**src/rtl/core/rpi_mul.sv**
```systemverilog
`timescale 1ns / 1ps
// ----------------------------------------------------------------------------
// rpi_mul
// Signed multiplier, three stages: magnitude, four half-width partial
// products, recombine and restore sign.
// ----------------------------------------------------------------------------
module rpi_mul #(
  parameter int AW = 33,
  parameter int BW = 33
) (
  input  logic                    clk,
  input  logic                    en,
  input  logic signed [AW-1:0]    a,
  input  logic signed [BW-1:0]    b,
  output logic signed [AW+BW-1:0] p
);

  localparam int AL = AW / 2;
  localparam int AH = AW - AL;
  localparam int BL = BW / 2;
  localparam int BH = BW - BL;
  localparam int PW = AW + BW;

  logic [AW-1:0]    am;
  logic [BW-1:0]    bm;
  logic             sg1, sg2;
  logic [AL+BL-1:0] pp_ll;
  logic [AL+BH-1:0] pp_lh;
  logic [AH+BL-1:0] pp_hl;
  logic [AH+BH-1:0] pp_hh;
  logic [PW-1:0]    sum;

  assign sum = PW'(pp_ll) + (PW'(pp_lh) << BL) + (PW'(pp_hl) << AL)
             + (PW'(pp_hh) << (AL + BL));

  always_ff @(posedge clk) begin
    if (en) begin
      am    <= a[AW-1] ? $unsigned(-a) : $unsigned(a);
      bm    <= b[BW-1] ? $unsigned(-b) : $unsigned(b);
      sg1   <= a[AW-1] ^ b[BW-1];
      pp_ll <= am[AL-1:0] * bm[BL-1:0];
      pp_lh <= am[AL-1:0] * bm[BW-1:BL];
      pp_hl <= am[AW-1:AL] * bm[BL-1:0];
      pp_hh <= am[AW-1:AL] * bm[BW-1:BL];
      sg2   <= sg1;
      p     <= $signed(sg2 ? -sum : sum);
    end
  end

endmodule

```
**config.mk**
```make
export PLATFORM = sky130hd
export DESIGN_NAME = rpi_mul
export DESIGN_NICKNAME = d
export VERILOG_FILES = /design/src/rtl/core/rpi_mul.sv
export SDC_FILE = /design/constraint.sdc
export NUM_CORES = 2
export LEC_CHECK = 0
export BUFFER_PORTS_ARGS = -buffer_cell sky130_fd_sc_hd__buf_2
export CAP_MARGIN = 15
export CORE_MARGIN = 2
export CORE_UTILIZATION = 35
export DETAILED_ROUTE_END_ITERATION = 10
export PLACE_DENSITY = 0.61
export SLEW_MARGIN = 20
export SYNTH_ARGS = -nofsm -noshare
export SYNTH_HDL_FRONTEND = slang
export SYNTH_SLANG_ARGS = --single-unit
```
**constraint.sdc**
```tcl
create_clock -name clk -period 8.8 [get_ports clk]
set_clock_uncertainty 0.15 [all_clocks]
set_input_delay 1.32 -clock clk [delete_from_list [all_inputs] [get_ports clk]]
set_output_delay 1.32 -clock clk [all_outputs]
set_load 0.005 [all_outputs]
```
# [Word-level counts from Yosys, hierarchy flattened]
# Index checks and enable logic that the tools add are counted.
[word_totals] ff_bits=266 in_bits=68 output_inout_bits=66 elab_cells=25
[classes] n_addsub=6 mul=4 mux=3 bitwise_logic=1
[ops] cell="adder 51 x 66 -> 66 bit" n=1
[ops] cell="2-to-1 mux 66 bit" n=1
[ops] cell="negator 33 bit" n=2
[ops] cell="negator 66 bit" n=1
[ops] cell="2-to-1 mux 32 bit" n=2
[ops] cell="adder 50 x 49 -> 51 bit" n=1
[ops] cell="adder 32 x 49 -> 50 bit" n=1
[ops] cell="multiplier 17 x 17 -> 34 bit" n=1
[ops] cell="multiplier 16 x 17 -> 33 bit" n=1
[ops] cell="multiplier 17 x 16 -> 33 bit" n=1
[ops] cell="multiplier 16 x 16 -> 32 bit" n=1
[ops] cell="XOR 1 bit" n=1

# [Depth between registers and ports, before layout]
[logic_depth] depth_word=5 ltp_mapped=25 mapped_depth_nobuf=24

# [Least setup slack after synthesis]
# No wires, ideal clock.
[synth_path] kind="register -> register" from="register bm[1]" to="register pp_ll[31] (data pin)" setup_time_ns=0.268 t_arrival_ns=6.153 t_required_ns=8.382 setup_slack_ns=2.229 path_stages_with_launch=22 n_path_buf=1 period_less_slack_ns=6.571 path_cell_list="edfxtp_1 > clkbuf_1 > nand2_1 > fa_1 > fa_1 > fa_1 > fa_1 > inv_1 > fa_1 > fa_1 > ha_1 > a21o_1 > a21o_1 > a21oi_1 > a21boi_0 > a211o_1 > a31oi_1 > a41o_1 > nor4_1 > o31ai_1 > o41ai_1 > xnor2_1"
[synth_between] elab_chain_cells=1
[synth_lines] element="start, declared" line_no="25" source="logic [BW-1:0] bm;"
[synth_lines] element="start signal, assigned" line_no="39" source="bm <= b[BW-1] ? $unsigned(-b) : $unsigned(b);"
[synth_lines] element="multiplier 16 x 16 -> 32 bit" line_no="41" source="pp_ll <= am[AL-1:0] * bm[BL-1:0];"
[synth_lines] element="end signal, assigned" line_no="41"
[synth_lines] element="end, declared" line_no="27" source="logic [AL+BL-1:0] pp_ll;"
# Every way passes these cells.
# A chain may end at the register's enable or synchronous reset.

# [Final worst setup path]
[layout_path] from="register bm[1]" to="register pp_hl[25] (data pin)"
[layout_between] elab_chain_cells=1
[layout_lines] element="multiplier 17 x 16 -> 33 bit" line_no="43" source="pp_hl <= am[AW-1:AL] * bm[BL-1:0];"
[layout_lines] element="end signal, assigned" line_no="43"
[layout_lines] element="end, declared" line_no="29" source="logic [AH+BL-1:0] pp_hl;"
# Every way passes these cells.

==> impl_metrics.json <==
{
  "reg2reg_depth": 20,
  "detail_route.iter0.violations": 2505,
  "regToRegStartpoint": "bm[1]$_DFFE_PP_",
  "required_ns": 9.00,
  "wl_per_cell_um": 18.7,
  "rsz0062_at_grt": "no",
  "cts_tree": "done",
  "synth-edff-count": 266,
  "cp_common_cell": "fa_1",
  "hpwl_um": 106000,
  "maxCapViolations": 0,
  "rows": 137,
  "crit_path_end_kind": "flop",
  "hold_start": "sg1$_DFFE_PP_",
  "hp-class": "flop to flop",
  "cts_buffers": 37,
  "synth.cell_area_sq_um": 49100,
  "crit_end": "pp_hl[25]$_DFFE_PP_",
  "status": "finished, final reports clean",
  "grt_max_degree": 148,
  "place_congestion": 0.902,
  "ys_top_cells_by_area": "fa_1, edfxtp_1, ha_1",
  "antenna_found_initial": 4,
  "num_io_pins": 134,
  "postCtsHoldBufs": 0,
  "synth_cell_types": 71,
  "routed_via_density": 4.94,
  "synthFlopType": "edfxtp_1",
  "arrival_ns": 7.92,
  "dr.pass1.iters": 6,
  "num-nets-final": 6565,
  "place_ws_ns": 1.14,
  "syn-instance-count": 5123,
  "syn_nets": 6517,
  "async_reset_ff_share_pct": 0,
  "layout-drive-gt1-share_pct": 6.31,
  "die_area_sq_um": 143000,
  "track_usage_pct": 19.0,
  "setup_viol": 0,
  "die_w_um": 379,
  "clk_pin_slew_ns": 0.08,
  "yosysTopAreaCellShare_pct": 35.4,
  "port_buffers": 133,
  "crit_start": "bm[1]$_DFFE_PP_",
  "clock_path_buffers": 3,
  "area_growth_pct": 8.63,
  "report.final.slew_viol_count": 0,
  "drc": 0,
  "period_share_pct": 87.7,
  "cpPeakStageDelay_ns": 0.83,
  "start_kind": "flop",
  "initial_core_util_pct": 35.3,
  "postLayoutSetupSlackWorst_ns": 1.08,
  "synth_seq_cells": 266,
  "worst-path-max-fanout": 17,
  "grt_remaining_overflow": 0,
  "clock_latency_ns": 0.63,
  "core_area_sq_um": 139000,
  "critPathKind": "flop to flop",
  "reg2reg_slack_ns": 1.08,
  "grt_pass1_wl_um": 211000,
  "crit_path_cell_trace": "buf_4, nand2_1, fa_1, fa_1, inv_1, fa_1, inv_1, fa_1, fa_1, fa_1, inv_1, ha_1, nand3_1, o311ai_0, a2111oi_0, o41ai_1, a21oi_1, o21bai_1, a21oi_1, xnor2_1",
  "fmax_ghz": 0.130,
  "tightestPinTransition_ns": 1.17,
  "avgSynthCellArea_sq_um": 9.59,
  "min_period_ns": 7.72,
  "drtAntennaViolNets": 0,
  "cts.repair.resized": 0,
  "grt_pass1_vias": 37168,
  "cp_slowest_cell": "edfxtp_1",
  "synth_seq_area_share_pct": 16.3,
  "final-hold-violation-count": 0,
  "finalSetupTns_ns": 0,
  "multiInputGateArea_sq_um": 36600,
  "yosysTopAreaCell": "fa_1",
  "r2r-end": "pp_hl[25]$_DFFE_PP_",
  "htreeDepth": 2,
  "cts_root_buf": "clkbuf_16",
  "relSlewSlack_pct": 21.9,
  "die_y_um": 379,
  "num_vias": 34912,
  "antennaDiodeCount": 0,
  "fillerInstances": 13851,
  "seq_area_sq_um": 7990,
  "postCtsSetupRepairBufs": 0,
  "clock-sinks": 266,
  "wirelength_um": 132000,
  "yosys_warnings": 0
}
## cell usage in the layout (no fill, tap or decap), types with 10 or more instances in the layout
master,Yosys,final
buf_2,3,132
o21bai_1,21,21
clkbuf_16,0,37
inv_1,977,977
xor2_1,66,66
o31ai_1,35,35
xnor2_1,211,211
nand4_1,26,26
o41ai_1,21,21
fa_1,868,868
o211ai_1,11,11
and2_1,532,532
nor2b_1,16,16
nand3_1,35,35
o21a_1,26,26
or2_2,10,10
a211oi_1,15,15
nor4_1,11,11
a21o_1,64,64
nand2_1,687,687
nor2_1,96,96
buf_4,0,104
edfxtp_1,266,266
o21ai_0,103,103
ha_1,458,458
or4_1,13,13
nand2b_1,24,24
nor3_1,24,24
and3_1,15,15
a31oi_1,13,13
a21oi_1,116,116
or3_1,24,24
## synth_stat cells (26+ instances only)
| cell | instances |
|---|---|
| o31ai_1 | 35 |
| o21ai_0 | 103 |
| nor2_1 | 96 |
| inv_1 | 977 |
| o21a_1 | 26 |
| fa_1 | 868 |
| nand2_1 | 687 |
| clkbuf_1 | 230 |
| ha_1 | 458 |
| a21oi_1 | 116 |
| nand4_1 | 26 |
| and2_1 | 532 |
| xor2_1 | 66 |
| xnor2_1 | 211 |
| nand3_1 | 35 |
| a21o_1 | 64 |
| edfxtp_1 | 266 |
## worst max-delay path: cells and delay by family (launching register included)
family                   cells  cell delay [ns]
flip-flops                   1             0.83
buffers and inverters        4             0.53
adder cells (fa/ha/maj)      7             3.40
AO/OA/AOI/OAI                6             2.13
XOR/XNOR                     1             0.14
AND/OR/NAND/NOR              2             0.25
## layer usage
metal / vias up / GRT usage, % / wire length, um
met4: 0 / 5.61 / 4140
li1: 16051 / - / -
met3: 184 / 5.37 / 11600
met1: 17572 / 26.4 / 59900
met5: - / 0 / 0
met2: 1105 / 28.8 / 56600
## flip-flops by register name, summed over array words and instances, names as in the netlist
signal / cells
am: 33
bm: 33
p: 66
pp_hh: 34
pp_hl: 33
pp_lh: 33
pp_ll: 32
sg1: 1
sg2: 1
## cell type report
class	count	share of cell area, %
clock buffer	45	1.79
clock inverter	21	0.469
inverter	977	6.87
multi-input combinational	3645	68.5
sequential	266	15.0
tap	1876	4.40
timing repair buffer	244	2.98
## cell families after synthesis
logic type	after synthesis	share of synthesized area, %
fa+ha+maj	1326	47.0
xor+xnor	277	4.94
compound gates	493	6.66
buf+inv	1212	9.30
flops	266	16.3
simple gates	1544	15.7
mux	5	0.102
## how the worst min path moves through the flow
stage	to	depth (start not counted)
after floorplan	sg2$_DFFE_PP_	0
after global placement	sg2$_DFFE_PP_	0
after detailed placement	sg2$_DFFE_PP_	0
after CTS	sg2$_DFFE_PP_	0
after global routing	sg2$_DFFE_PP_	0
final	sg2$_DFFE_PP_	0
## per-stage QoR
stage	instance area (sq um)	util (%)	std cells	hold WS, ns
6_report	53400	38.3	7074	0.271
5_1_grt	53400	38.3	7074	0.290
4_1_cts	53300	38.3	7072	0.273
3_5_place_dp	52100	37.4	7006	0.257
3_3_place_gp	52100	37.4	7004	0.251
2_1_floorplan	49100	-	5123	0.250
Power is left out: the tool's default activity adds up to more than one toggle a clock period on the data nets, which glitch-free logic cannot reach.
